## config.mk

```make
export PLATFORM = sky130hd
export DESIGN_NAME = a_weighting_biquad_cascade_unit
export DESIGN_NICKNAME = d
export VERILOG_FILES = /design/src/rtl/core/awbq_pkg.sv /design/src/rtl/core/awbq_ctrl.sv /design/src/rtl/core/awbq_datapath.sv /design/src/rtl/core/a_weighting_biquad_cascade_unit.sv
export SDC_FILE = /design/constraint.sdc
export NUM_CORES = 2
export LEC_CHECK = 0
export ABC_AREA = 1
export BUFFER_PORTS_ARGS = -buffer_cell sky130_fd_sc_hd__buf_2
export CAP_MARGIN = 20
export CORE_MARGIN = 4
export CORE_UTILIZATION = 45
export DETAILED_ROUTE_END_ITERATION = 10
export PLACE_DENSITY = 0.66
export SYNTH_ARGS = -nofsm -noshare
export SYNTH_HDL_FRONTEND = slang
export SYNTH_SLANG_ARGS = --single-unit
```

## constraint.sdc

```tcl
create_clock -name clk -period 12.5 [get_ports clk]
set_input_delay 2.5 -clock clk [delete_from_list [all_inputs] [get_ports clk]]
set_output_delay 2.5 -clock clk [all_outputs]
set_load 0.005 [all_outputs]
```

## src/rtl/core/awbq_pkg.sv

```systemverilog
`default_nettype none
// ----------------------------------------------------------------------------
// awbq_pkg: shared types and constants of the A-weighting biquad cascade
// Sample and delay-word formats, controller steps, the command struct and
// the fixed Q2.30 coefficient set.
// ----------------------------------------------------------------------------
package awbq_pkg;

	// sample format, Q1.23
	localparam int SAMPLE_W    = 24;
	// coefficient format, Q2.30 in a 32-bit word, magnitude below 2^31
	localparam int COEF_W      = 32;
	localparam int COEF_MAG_W  = 31;
	localparam int COEF_FRAC   = 30;
	// delay words, Q5.35
	localparam int DELAY_W     = 40;
	localparam int DELAY_FRAC  = 35;
	// product magnitude and its scaling down to delay fraction bits
	localparam int PROD_W      = SAMPLE_W + COEF_MAG_W;
	localparam int PROD_SHIFT  = SAMPLE_W - 1 + COEF_FRAC - DELAY_FRAC;
	localparam int SCALED_W    = PROD_W + 1 - PROD_SHIFT;
	// wide enough for any delay-word sum before saturation
	localparam int SUM_W       = DELAY_W + 2;
	// shift from delay format to sample format
	localparam int OUT_SHIFT   = DELAY_FRAC - (SAMPLE_W - 1);
	// section index as carried in the command
	localparam int SEC_IDX_W   = 3;
	localparam int TABLE_SECS  = 3;
	localparam int TDATA_W     = ((SAMPLE_W + 7) / 8) * 8;

	localparam logic signed [COEF_W-1:0] COEF_ONE = COEF_W'(64'sd1 <<< COEF_FRAC);

	// what tuser asks of the filter
	typedef enum logic {
		OP_FILTER,
		OP_CLEAR
	} awbq_op_t;

	// controller steps; ST_B0 to ST_FIN run one per cycle for each section
	typedef enum logic [2:0] {
		ST_IDLE,
		ST_B0,
		ST_B1,
		ST_B2,
		ST_A1,
		ST_A2,
		ST_FIN,
		ST_DONE
	} state_t;

	// coefficient selector within a section
	typedef enum logic [2:0] {
		K_B0,
		K_B1,
		K_B2,
		K_A1,
		K_A2
	} coef_sel_t;

	// controller to datapath commands
	typedef struct packed {
		state_t                 step;
		logic [SEC_IDX_W-1:0]   sec;
		logic                   load;
		logic                   clear;
		logic                   done;
	} ctl_cmd_t;

	// delay words of one section
	typedef struct packed {
		logic signed [DELAY_W-1:0] z2;
		logic signed [DELAY_W-1:0] z1;
	} delay_row_t;

	// finished result of one item
	typedef struct packed {
		logic signed [SAMPLE_W-1:0] sample;
		logic                       clip;
		logic                       last;
	} result_t;

	// b0, b1, b2, a1, a2 of the three weighting sections
	localparam logic signed [COEF_W-1:0] COEF_TABLE [TABLE_SECS][5] = '{
		'{ 32'sd1070852429, -32'sd2141704857, 32'sd1070852429,
		  -32'sd2141700964,  32'sd1067966926 },
		'{ 32'sd1017110067, -32'sd2034220133, 32'sd1017110067,
		  -32'sd2033527959,  32'sd961170483 },
		'{ 32'sd266169001,   32'sd532338003,  32'sd266169001,
		  -32'sd241117808,   32'sd13536261 }
	};

	// coefficient lookup; sections past the table pass the sample through
	function automatic logic signed [COEF_W-1:0] coef_value(
		input logic [SEC_IDX_W-1:0] sec,
		input coef_sel_t            k
	);
		logic signed [COEF_W-1:0] c;
		if (sec < SEC_IDX_W'(TABLE_SECS)) begin
			c = COEF_TABLE[sec[1:0]][k];
		end else if (k == K_B0) begin
			c = COEF_ONE;
		end else begin
			c = '0;
		end
		return c;
	endfunction

endpackage
`default_nettype wire

```

## src/rtl/core/awbq_ctrl.sv

```systemverilog
`default_nettype none
// ----------------------------------------------------------------------------
// awbq_ctrl: sequencer of the biquad cascade
// Steps each accepted filter item through B0, B1, B2, A1, A2 and FIN of every
// section, sends a clear item straight to done, and hands the result to the output register when it is free.
// ----------------------------------------------------------------------------
module awbq_ctrl
	import awbq_pkg::*;
#(
	parameter int SECTION_COUNT = 3
) (
	input  wire logic clk,
	input  wire logic arst_n,
	input  wire logic in_valid,
	input  wire logic in_clear,
	input  wire logic out_free,
	output logic      in_ready,
	output ctl_cmd_t  cmd
);

	localparam int SEC_W = (SECTION_COUNT > 1) ? $clog2(SECTION_COUNT) : 1;

	state_t           state_q, state_d;
	logic [SEC_W-1:0] sec_q, sec_d;

	// state and section counter
	always_ff @(posedge clk or negedge arst_n) begin
		if (!arst_n) begin
			state_q <= ST_IDLE;
			sec_q   <= '0;
		end else begin
			state_q <= state_d;
			sec_q   <= sec_d;
		end
	end

	// next state and commands
	always_comb begin
		state_d   = state_q;
		sec_d     = sec_q;
		in_ready  = 1'b0;
		cmd.step  = state_q;
		cmd.sec   = SEC_IDX_W'(sec_q);
		cmd.load  = 1'b0;
		cmd.clear = 1'b0;
		cmd.done  = 1'b0;
		unique case (state_q)
			ST_IDLE: begin
				in_ready = 1'b1;
				if (in_valid) begin
					cmd.load = 1'b1;
					sec_d    = '0;
					if (in_clear) begin
						cmd.clear = 1'b1;
						state_d   = ST_DONE;
					end else begin
						state_d = ST_B0;
					end
				end
			end
			ST_B0: state_d = ST_B1;
			ST_B1: state_d = ST_B2;
			ST_B2: state_d = ST_A1;
			ST_A1: state_d = ST_A2;
			ST_A2: state_d = ST_FIN;
			ST_FIN: begin
				if (sec_q == SEC_W'(SECTION_COUNT - 1)) begin
					sec_d   = '0;
					state_d = ST_DONE;
				end else begin
					sec_d   = SEC_W'(sec_q + 1'b1);
					state_d = ST_B0;
				end
			end
			ST_DONE: begin
				if (out_free) begin
					cmd.done = 1'b1;
					state_d  = ST_IDLE;
				end
			end
			default: state_d = ST_IDLE;
		endcase
	end

endmodule
`default_nettype wire

```

## src/rtl/core/awbq_datapath.sv

```systemverilog
`default_nettype none
// ----------------------------------------------------------------------------
// awbq_datapath: shared multiplier, accumulators and delay words
// One product is issued per step and scaled and summed in the next step;
// the section output is rounded and saturated from the registered b0 sum.
// ----------------------------------------------------------------------------
module awbq_datapath
	import awbq_pkg::*;
#(
	parameter int SECTION_COUNT = 3
) (
	input  wire logic                       clk,
	input  wire logic                       arst_n,
	input  wire ctl_cmd_t                   cmd,
	input  wire logic signed [SAMPLE_W-1:0] sample_in,
	input  wire logic                       last_in,
	output result_t                         res
);

	localparam int SEC_W = (SECTION_COUNT > 1) ? $clog2(SECTION_COUNT) : 1;
	localparam logic [PROD_W:0] PROD_ROUND = (PROD_W + 1)'(1) << (PROD_SHIFT - 1);
	localparam logic signed [SUM_W-1:0] DELAY_MAX =
		{{(SUM_W - DELAY_W + 1){1'b0}}, {(DELAY_W - 1){1'b1}}};
	localparam logic signed [SUM_W-1:0] DELAY_MIN =
		{{(SUM_W - DELAY_W + 1){1'b1}}, {(DELAY_W - 1){1'b0}}};
	localparam logic signed [DELAY_W:0] Y_ROUND = (DELAY_W + 1)'(1) << (OUT_SHIFT - 1);
	localparam logic signed [DELAY_W:0] Y_MAX =
		{{(DELAY_W - SAMPLE_W + 2){1'b0}}, {(SAMPLE_W - 1){1'b1}}};
	localparam logic signed [DELAY_W:0] Y_MIN =
		{{(DELAY_W - SAMPLE_W + 2){1'b1}}, {(SAMPLE_W - 1){1'b0}}};

	// clamp a sum to the delay-word range
	function automatic logic signed [DELAY_W-1:0] sat_delay(
		input logic signed [SUM_W-1:0] v
	);
		logic signed [SUM_W-1:0] r;
		if (v > DELAY_MAX) begin
			r = DELAY_MAX;
		end else if (v < DELAY_MIN) begin
			r = DELAY_MIN;
		end else begin
			r = v;
		end
		return r[DELAY_W-1:0];
	endfunction

	delay_row_t                 delay_q [SECTION_COUNT];
	logic signed [SAMPLE_W-1:0] x_q, y_q;
	logic                       clip_q, last_q;
	logic [PROD_W-1:0]          prod_q;
	logic                       prod_neg_q;
	logic signed [DELAY_W-1:0]  acc_q, z1n_q;
	logic signed [SUM_W-1:0]    t1_q, t2_q;

	logic [SEC_W-1:0]           sec;
	delay_row_t                 row;
	coef_sel_t                  ksel;
	logic signed [SAMPLE_W-1:0] mul_a, neg_a;
	logic signed [COEF_W-1:0]   mul_c, neg_c;
	logic [SAMPLE_W-1:0]        a_mag;
	logic [COEF_MAG_W-1:0]      c_mag;
	logic [PROD_W-1:0]          prod_d;
	logic [PROD_W:0]            prod_rnd;
	logic [SCALED_W-1:0]        p_mag;
	logic signed [SCALED_W-1:0] p_val;
	logic signed [SUM_W-1:0]    p_ext;
	logic signed [SUM_W-1:0]    acc_sum, t1_sum, z1_sum, z2_sum;
	logic signed [DELAY_W:0]    y_rnd, y_shift;
	logic signed [SAMPLE_W-1:0] y_sat;
	logic                       y_clip;

	assign sec = cmd.sec[SEC_W-1:0];
	assign row = delay_q[sec];

	// operand and coefficient selection for the shared multiplier
	always_comb begin
		unique case (cmd.step)
			ST_B1:   ksel = K_B1;
			ST_B2:   ksel = K_B2;
			ST_A1:   ksel = K_A1;
			ST_A2:   ksel = K_A2;
			default: ksel = K_B0;
		endcase
		mul_a = ((cmd.step == ST_A1) || (cmd.step == ST_A2)) ? y_q : x_q;
		mul_c = coef_value(cmd.sec, ksel);
	end

	// sign-magnitude multiply
	assign neg_a  = -mul_a;
	assign neg_c  = -mul_c;
	assign a_mag  = mul_a[SAMPLE_W-1] ? neg_a : mul_a;
	assign c_mag  = mul_c[COEF_W-1] ? neg_c[COEF_MAG_W-1:0] : mul_c[COEF_MAG_W-1:0];
	assign prod_d = PROD_W'(a_mag) * PROD_W'(c_mag);

	// scale product to delay format, rounding half away from zero
	assign prod_rnd = {1'b0, prod_q} + PROD_ROUND;
	assign p_mag    = prod_rnd[PROD_W:PROD_SHIFT];
	assign p_val    = prod_neg_q ? -$signed(p_mag) : $signed(p_mag);
	assign p_ext    = SUM_W'(p_val);

	// delay-word sums
	assign acc_sum = p_ext + SUM_W'($signed(row.z1));
	assign t1_sum  = p_ext + SUM_W'($signed(row.z2));
	assign z1_sum  = t1_q - p_ext;
	assign z2_sum  = t2_q - p_ext;

	// section output: round to sample precision and saturate
	always_comb begin
		y_rnd   = (DELAY_W + 1)'(acc_q) + Y_ROUND;
		y_shift = y_rnd >>> OUT_SHIFT;
		y_clip  = 1'b0;
		if (y_shift > Y_MAX) begin
			y_sat  = Y_MAX[SAMPLE_W-1:0];
			y_clip = 1'b1;
		end else if (y_shift < Y_MIN) begin
			y_sat  = Y_MIN[SAMPLE_W-1:0];
			y_clip = 1'b1;
		end else begin
			y_sat = y_shift[SAMPLE_W-1:0];
		end
	end

	// filter history
	always_ff @(posedge clk or negedge arst_n) begin
		if (!arst_n) begin
			for (int i = 0; i < SECTION_COUNT; i++) begin
				delay_q[i] <= '0;
			end
		end else if (cmd.clear) begin
			for (int i = 0; i < SECTION_COUNT; i++) begin
				delay_q[i] <= '0;
			end
		end else if (cmd.step == ST_FIN) begin
			delay_q[sec].z1 <= z1n_q;
			delay_q[sec].z2 <= sat_delay(z2_sum);
		end
	end

	// working registers of one item
	always_ff @(posedge clk) begin
		prod_q     <= prod_d;
		prod_neg_q <= mul_a[SAMPLE_W-1] ^ mul_c[COEF_W-1];
		if (cmd.load) begin
			x_q    <= cmd.clear ? '0 : sample_in;
			last_q <= last_in;
			clip_q <= 1'b0;
		end
		unique case (cmd.step)
			ST_B1: acc_q <= sat_delay(acc_sum);
			ST_B2: begin
				t1_q   <= t1_sum;
				y_q    <= y_sat;
				clip_q <= clip_q | y_clip;
			end
			ST_A1:  t2_q  <= p_ext;
			ST_A2:  z1n_q <= sat_delay(z1_sum);
			ST_FIN: x_q   <= y_q;
			default: ;
		endcase
	end

	assign res.sample = x_q;
	assign res.clip   = clip_q;
	assign res.last   = last_q;

endmodule
`default_nettype wire

```

## src/rtl/core/a_weighting_biquad_cascade_unit.sv

```systemverilog
`default_nettype none
// ----------------------------------------------------------------------------
// a_weighting_biquad_cascade_unit: A-weighting filter, 48 kHz, biquad cascade
// Filters one sample per item through SECTION_COUNT transposed direct form II
// sections on a single shared multiplier; a clear item zeroes the history.
// ----------------------------------------------------------------------------
// sequence: an accepted item runs through the steps of every section, then
//   the done step loads the output register; a clear item goes straight to done
// flow: a new item is taken only once the last has left for the output register;
//   each section takes six steps (five products on the one multiplier and a
//   write-back), and a result held by m_tready low delays the next accept
// reset: arst_n clears all delay words and empties the output register
// ----------------------------------------------------------------------------
module a_weighting_biquad_cascade_unit
	import awbq_pkg::*;
#(
	parameter int SECTION_COUNT = 3
) (
	input  wire logic               clk,
	input  wire logic               arst_n,
	input  wire logic               s_tvalid,
	output logic                    s_tready,
	input  wire logic [TDATA_W-1:0] s_tdata,   // [23:0] sample_in
	input  wire logic               s_tuser,   // [0] opcode
	input  wire logic               s_tlast,
	output logic                    m_tvalid,
	input  wire logic               m_tready,
	output logic [TDATA_W-1:0]      m_tdata,   // [23:0] sample_out
	output logic                    m_tuser,   // [0] clipped
	output logic                    m_tlast
);

	ctl_cmd_t cmd;
	result_t  res;
	logic     out_free;
	logic     valid_q;
	result_t  out_q;

	assign out_free = !valid_q || m_tready;

	awbq_ctrl #(
		.SECTION_COUNT(SECTION_COUNT)
	) u_ctrl (
		.clk      (clk),
		.arst_n   (arst_n),
		.in_valid (s_tvalid),
		.in_clear (s_tuser == OP_CLEAR),
		.out_free (out_free),
		.in_ready (s_tready),
		.cmd      (cmd)
	);

	awbq_datapath #(
		.SECTION_COUNT(SECTION_COUNT)
	) u_datapath (
		.clk       (clk),
		.arst_n    (arst_n),
		.cmd       (cmd),
		.sample_in ($signed(s_tdata[SAMPLE_W-1:0])),
		.last_in   (s_tlast),
		.res       (res)
	);

	// output register valid
	always_ff @(posedge clk or negedge arst_n) begin
		if (!arst_n) begin
			valid_q <= 1'b0;
		end else if (cmd.done) begin
			valid_q <= 1'b1;
		end else if (m_tready) begin
			valid_q <= 1'b0;
		end
	end

	// output register payload
	always_ff @(posedge clk) begin
		if (cmd.done) begin
			out_q <= res;
		end
	end

	assign m_tvalid = valid_q;
	assign m_tdata  = TDATA_W'(unsigned'(out_q.sample));
	assign m_tuser  = out_q.clip;
	assign m_tlast  = out_q.last;

endmodule
`default_nettype wire

```

Word level (Yosys, flattened, before mapping)

Cells that the tools add are included.

Bits in registers: 538
Bits of input ports: 30
Output and inout port bits: 28
Word-level logic and storage cells: 126

Add/subtract/negate cells: 10
Multipliers: 1
Order comparisons: 12
Equality and inequality tests: 10
Multiplexer cells: 54
Bitwise logic cells: 4
Reduce and logical (&&, ||, !) cells: 13

Operators with widths:

| cell                                                         | number |
|---|---|
| bitwise mux 240 bit                                          | 2 |
| two-way mux 240 bit                                          | 2 |
| binary-select mux 160 bit (select 2 bit)                     | 1 |
| demux 80 bit (select 2 bit)                                  | 2 |
| two-way mux 160 bit                                          | 2 |
| two-way mux 40 bit                                           | 7 |
| two-way mux 80 bit                                           | 3 |
| binary-select mux 80 bit (select 2 bit)                      | 1 |
| two-way mux 24 bit                                           | 6 |
| binary-select mux 32 bit (select 3 bit)                      | 1 |
| two-way mux 32 bit                                           | 3 |
| adder 38 x 40 -> 41 bit                                      | 2 |
| two-way mux 31 bit                                           | 2 |
| adder 55 x 18 -> 56 bit, second input constant               | 1 |
| multiplier 24 x 31 -> 55 bit                                 | 1 |
| > comparator 42 x 40 -> 1 bit, second input constant         | 1 |
| less-than comparator 42 x 40 -> 1 bit, second input constant | 1 |
| subtractor 42 x 38 -> 42 bit                                 | 1 |
| adder 40 x 13 -> 41 bit, second input constant               | 1 |
| > comparator 41 x 40 -> 1 bit, second input constant         | 1 |
| less-than comparator 41 x 40 -> 1 bit, second input constant | 1 |
| > comparator 39 x 40 -> 1 bit, second input constant         | 1 |
| less-than comparator 39 x 40 -> 1 bit, second input constant | 1 |
| subtractor 38 x 38 -> 39 bit                                 | 1 |
| 32 further kinds                                             | 59 |

Longest topological paths before layout

Depth after elaboration: 12
Depth in mapped cells: 47
Mapped depth without buffers: 45

Modules after synthesis

Synthesis repeated with hierarchy kept, for this count alone.

Cells, all modules: 7395
Area total of the unflattened synthesis: 57453.9 um^2

By module, submodules not included:

| module                          | times used | cells each | area an instance (um^2) | seq. area each (um^2) |
|---|---|---|---|---|
| awbq_datapath                   | 1          | 7313       | 56304.0                 | 12657.1 |
| a_weighting_biquad_cascade_unit | 1          | 31         | 825.8                   | 805.8 |
| awbq_ctrl                       | 1          | 51         | 324.1                   | 125.1 |

Worst setup path before layout

OpenSTA, ideal clock, no wires.

Path kind: register to register
Start: register u_ctrl.sec_q[0]
End: register u_datapath.prod_q[52]
Setup time: 0.112 ns
Data arrival time: 8.712 ns
Setup slack: 3.676 ns
Stages on the path, launching flop included: 40
Path buffers: 6
Path through: dfrtp_1 -> clkbuf_1 -> inv_2 -> clkbuf_1 -> clkbuf_1 -> ha_1 -> inv_1 -> nand4_1 -> nand2_1 -> inv_1 -> nand2_1 -> buf_2 -> buf_1 -> ha_1 -> or2_2 -> xnor2_2 -> inv_1 -> buf_2 -> (+4 left out) -> fa_1 -> fa_1 -> fa_1 -> fa_1 -> inv_1 -> fa_1 -> inv_1 -> ha_1 -> a21oi_1 -> o21ai_0 -> a21oi_1 -> inv_1 -> a21oi_1 -> nor3_1 -> a2111oi_0 -> nand2_1 -> nand2_1 -> nand2_1

Cells in the longest elaborated chain, start to end: 11
Elaborated cells on any way between the ends: 12
Those cells by class: add/sub: 1; mul: 1; order compare: 1; mux: 8; bitwise: 1

RTL lines:

| what                                                   | line                 | source |
|---|---|---|
| start: declaration                                     | awbq_ctrl.sv:24      | `logic [SEC_W-1:0] sec_q, sec_d;` |
| start signal: assignment                               | awbq_ctrl.sv:30      | `sec_q <= '0;` |
| start signal: assignment                               | awbq_ctrl.sv:33      | `sec_q <= sec_d;` |
| inverter 2 -> 3 bit (implied by the code)              | awbq_pkg.sv:99       | `c = COEF_TABLE[sec[1:0]][k];` |
| binary-select mux 160 bit (select 2 bit)               | awbq_pkg.sv:99       |  |
| two-way mux 160 bit (implied by the code) (2 in a row) | awbq_pkg.sv:99       |  |
| binary-select mux 32 bit (select 3 bit)                | awbq_pkg.sv:99       |  |
| two-way mux 32 bit (implied by the code) (2 in a row)  | awbq_pkg.sv:99       |  |
| two-way mux 32 bit *                                   | awbq_pkg.sv:98       | `if (sec < SEC_IDX_W'(TABLE_SECS)) begin` |
| negation 31 bit                                        | awbq_datapath.sv:90  | `assign neg_c = -mul_c;` |
| two-way mux 31 bit *                                   | awbq_datapath.sv:92  | `assign c_mag = mul_c[COEF_W-1] ? neg_c[COEF_MAG_W-1:0] : mul_c[COEF_MAG_W-1:0];` |
| multiplier 24 x 31 -> 55 bit *                         | awbq_datapath.sv:93  | `assign prod_d = PROD_W'(a_mag) * PROD_W'(c_mag);` |
| via u_datapath.prod_d[52]                              | awbq_datapath.sv:62  | `logic [PROD_W-1:0] prod_d;` |
| end signal: assignment                                 | awbq_datapath.sv:141 | `prod_q <= prod_d;` |
| end: declaration                                       | awbq_datapath.sv:50  | `logic [PROD_W-1:0] prod_q;` |

Mark *: on every way through the listed nets, which the timed path passes. The rest lies on a longest branch. The select of a mux whose other input is x is not followed.
A chain may end at the register's enable or synchronous reset.

Worst setup path in the final report

Start: register u_ctrl.sec_q[1]
End: register u_datapath.prod_q[52]

The elaborated chain is that of the path after synthesis.

==> impl_results.md <==
* GRT Residual Overflow at 0
* Core Area at 0.124 sq mm
* Post-synthesis sequential area ratio at 0.240
* Unrepaired setup endpoints after global routing: no
* Initial antenna violation count at 2
* Setup crit end kind: flop
* Share of layout cells above drive strength 1 at 0.0520
* Slew headroom at 0.206
* Vias at 49,273
* Finished Layout Cells at 8,816
* Avg Cell Area, Syn at 7.90 sq um
* Worst-Skew Late Latency at 0.63 ns
* CTS root buf: clkbuf_16
* Dpl hpwl at 153,000 microns
* Die Wd at 363 microns
* TritonRoute pass-1 iters at 6
* DRT Wirelength at 192,000 microns
* Initial cell density of the core at 0.455
* CTS tree: built
* Post-synthesis cell count at 7,160
* Post-synthesis async set-or-reset flop share at 0.480
* Global-route wire length before repair at 296,000 microns
* Post-CTS Hold Buffers at 0
* Largest net degree at the start of global routing at 97
* Clk slew on worst S/H paths at 0.06 ns
* Slowest library cell on the worst path: dfrtp_4
* Setup violations, final at 0
* Routed vias/inst at 5.59
* Post-CTS Setup Bufs at 0
* Die Ht at 363 microns
* Layout Skew at 0.0514 ns
* Post-Route Setup TNS at 0 ns
* Biggest area consumer among synthesized cells: fa_1
* Net count, final at 8,148
* TritonCTS Sinks at 506
* RePlAce Congestion at 1.03
* Post-Syn Nets at 8,175
* Top-area cell type share of the netlist area at 0.226
* Primary FF master, synth: dfrtp_1
* CP arrival at 10.72 ns
* I/O pin total at 58
* Area Overhead vs Synth at 6.88%
* Register bit total from synthesis at 506
* Synth unique cells at 67
* Status: finished, final reports clean
* Min Tclk post-route at 10.23 ns
* Cell family with most CP delay: adder cells
* Final Max Tran Viols at 0
* Synthesized cell area at 0.0566 sq mm
* Total track usage at 0.292
* Number of synthesized flops with an enable pin at 224
* Slew @ Worst Pin at 1.19 ns
* Slowest Stage Delay on Critical Path at 0.71 ns
* # rows at 129
* Req. time, crit path at 12.99 ns
* Port Buffer Count at 57
* Critical path startpoint category: flop
* HP Class: flop to flop
* Maxcap violations at 0
* Fmax at 0.0977 GHz
* CTS Buffer Depth at 3
* Drc violations at 0
* Synth Warn # at 0
* DIE AREA at 0.131 sq mm
* CTS Buf Count at 55
* CTS H-tree depth at 2
* Vias in the first global route at 50,379
* Final hold viol count at 0
* Buf/Inv on CP at 9
* DR WL/cell at 21.8 microns
* Synth area leaders: fa_1, edfxtp_1, dfrtp_1
* Resize count post-CTS at 0
* Iteration-0 DRC count of the detailed router at 4,578
* Post-route ant nets at 0
* Fin crit share at 0.818
* Cells after DPL at 8,710
* CP Max Fanout at 33
* Hold_ws at 0.419 ns
* Kind of critical path: flop to flop
* Fin util at 0.487
## sequential cells by signal, summed over array words and instances (netlist names)
signal                 cells
m_tdata                   24
m_tlast                    1
m_tuser                    1
m_tvalid                   1
u_ctrl.sec_q               2
u_ctrl.state_q             3
u_datapath.acc_q          29
u_datapath.clip_q          1
u_datapath.delay_q       237
u_datapath.last_q          1
u_datapath.prod_neg_q      1
u_datapath.prod_q         38
u_datapath.t1_q           41
u_datapath.t2_q           38
u_datapath.x_q            24
u_datapath.y_q            24
u_datapath.z1n_q          40
## placed cells by master (no fill, tap or decap), types with 13 or more instances in the layout
master / n
nor4_1: 19
fa_1: 639
buf_4: 80
dfxtp_1: 39
xor2_1: 164
nand4_1: 62
nand3_1: 215
clkinv_1: 13
clkbuf_1: 15
xnor2_1: 75
o22ai_1: 122
ha_1: 346
o21ai_1: 17
o21ai_0: 502
dfrtp_1: 242
buf_2: 56
nor3_1: 65
nand2_2: 24
o21a_1: 40
nor2_1: 630
edfxtp_1: 224
a21oi_1: 397
clkbuf_16: 60
or2_2: 25
inv_2: 33
o21bai_1: 19
a21o_1: 14
nand3b_1: 13
nand2_1: 1446
nor2_2: 21
inv_1: 1367
a31oi_1: 34
## routing by layer
metal  up-vias  GRT usage  share of wire
met5         -          0              0
met2      2148      0.483           0.46
met4         0      0.159          0.067
li1      22490          -              -
met3       520     0.0385          0.073
met1     24115      0.373           0.40
## worst register-to-register path: cells and delay by family (launching register included)
family	cells	cell delay [ns]
XOR/XNOR	1	0.56
AND/OR/NAND/NOR	9	1.14
flip-flops	1	0.71
adder cells (fa/ha/maj)	10	4.81
AO/OA/AOI/OAI	5	1.23
buffers and inverters	9	1.69
## cell usage after synthesis, drive strengths merged, types with 2 or more instances
| cell | instances |
|---|---|
| nand3b | 13 |
| a31o | 2 |
| a21boi | 8 |
| nor4 | 19 |
| clkbuf | 137 |
| mux2i | 3 |
| a211oi | 7 |
| or2 | 26 |
| a21o | 14 |
| edfxtp | 224 |
| fa | 639 |
| nand3 | 217 |
| inv | 1400 |
| o211a | 2 |
| clkinv | 16 |
| o31ai | 10 |
| a32o | 11 |
| o21a | 40 |
| o211ai | 10 |
| nor3b | 2 |
| nand2 | 1474 |
| o2111ai | 5 |
| buf | 87 |
| and3 | 8 |
| nor3 | 68 |
| xnor2 | 77 |
| o21ai | 530 |
| nand4 | 64 |
| o21bai | 19 |
| dfxtp | 39 |
| dfrtp | 243 |
| ha | 346 |
| a221oi | 5 |
| xor2 | 169 |
| a31oi | 34 |
| o221ai | 8 |
| o22ai | 122 |
| nor2 | 660 |
| a21oi | 397 |
## final timing paths
check	startpoint	endpoint	slack, ns	cells after the start
max in group asynchronous	arst_n	u_datapath.delay_q[86]$_DFFE_PN0P_	9.15	2
setup / recovery	u_ctrl.sec_q[1]$_DFFE_PN0P_	u_datapath.prod_q[52]$_DFF_P_	2.27	34
hold reg to reg	u_datapath.last_q$_DFFE_PP_	m_tlast$_DFFE_PP_	0.42	0
min in group asynchronous	arst_n	u_datapath.delay_q[157]$_DFFE_PN0P_	1.91	1
setup reg to reg	u_ctrl.sec_q[1]$_DFFE_PN0P_	u_datapath.prod_q[52]$_DFF_P_	2.27	34
hold / removal	u_datapath.last_q$_DFFE_PP_	m_tlast$_DFFE_PP_	0.42	0
## cell type report
class,instances,area [sq um]
clock buffers,87,1720
repair buffers,140,966
well taps,1637,2050
clock inverters,14,103
flip-flops and latches,506,13600
diodes,2,5.00
fillers,12243,63800
multi-input cells,5014,36700
inverters,1416,5330
## cells by family (layout without fill, tap and decap cells)
family	Yosys count	count (layout)	share of synthesized area
AND/OR/NAND/NOR	2552	2552	0.186
buffers and inverters	1640	1657	0.112
AO/OA/AOI/OAI	1228	1228	0.120
adder cells (fa/ha/maj)	985	985	0.303
flip-flops	506	506	0.240
XOR/XNOR	246	246	0.0385
multiplexers	3	3	0.000531
other	0	2	0
## through the flow
stage | area [sq um] | setup WS [ns]
3_5_place_dp | 58600 | 2.46
6_report | 60500 | 2.27
3_3_place_gp | 58600 | 2.50
5_1_grt | 60500 | 1.65
4_1_cts | 60400 | 2.42
2_1_floorplan | 56600 | 3.68
Power is left out: the tool's default activity adds up to more than one toggle a clock period on the data nets, which glitch-free logic cannot reach.
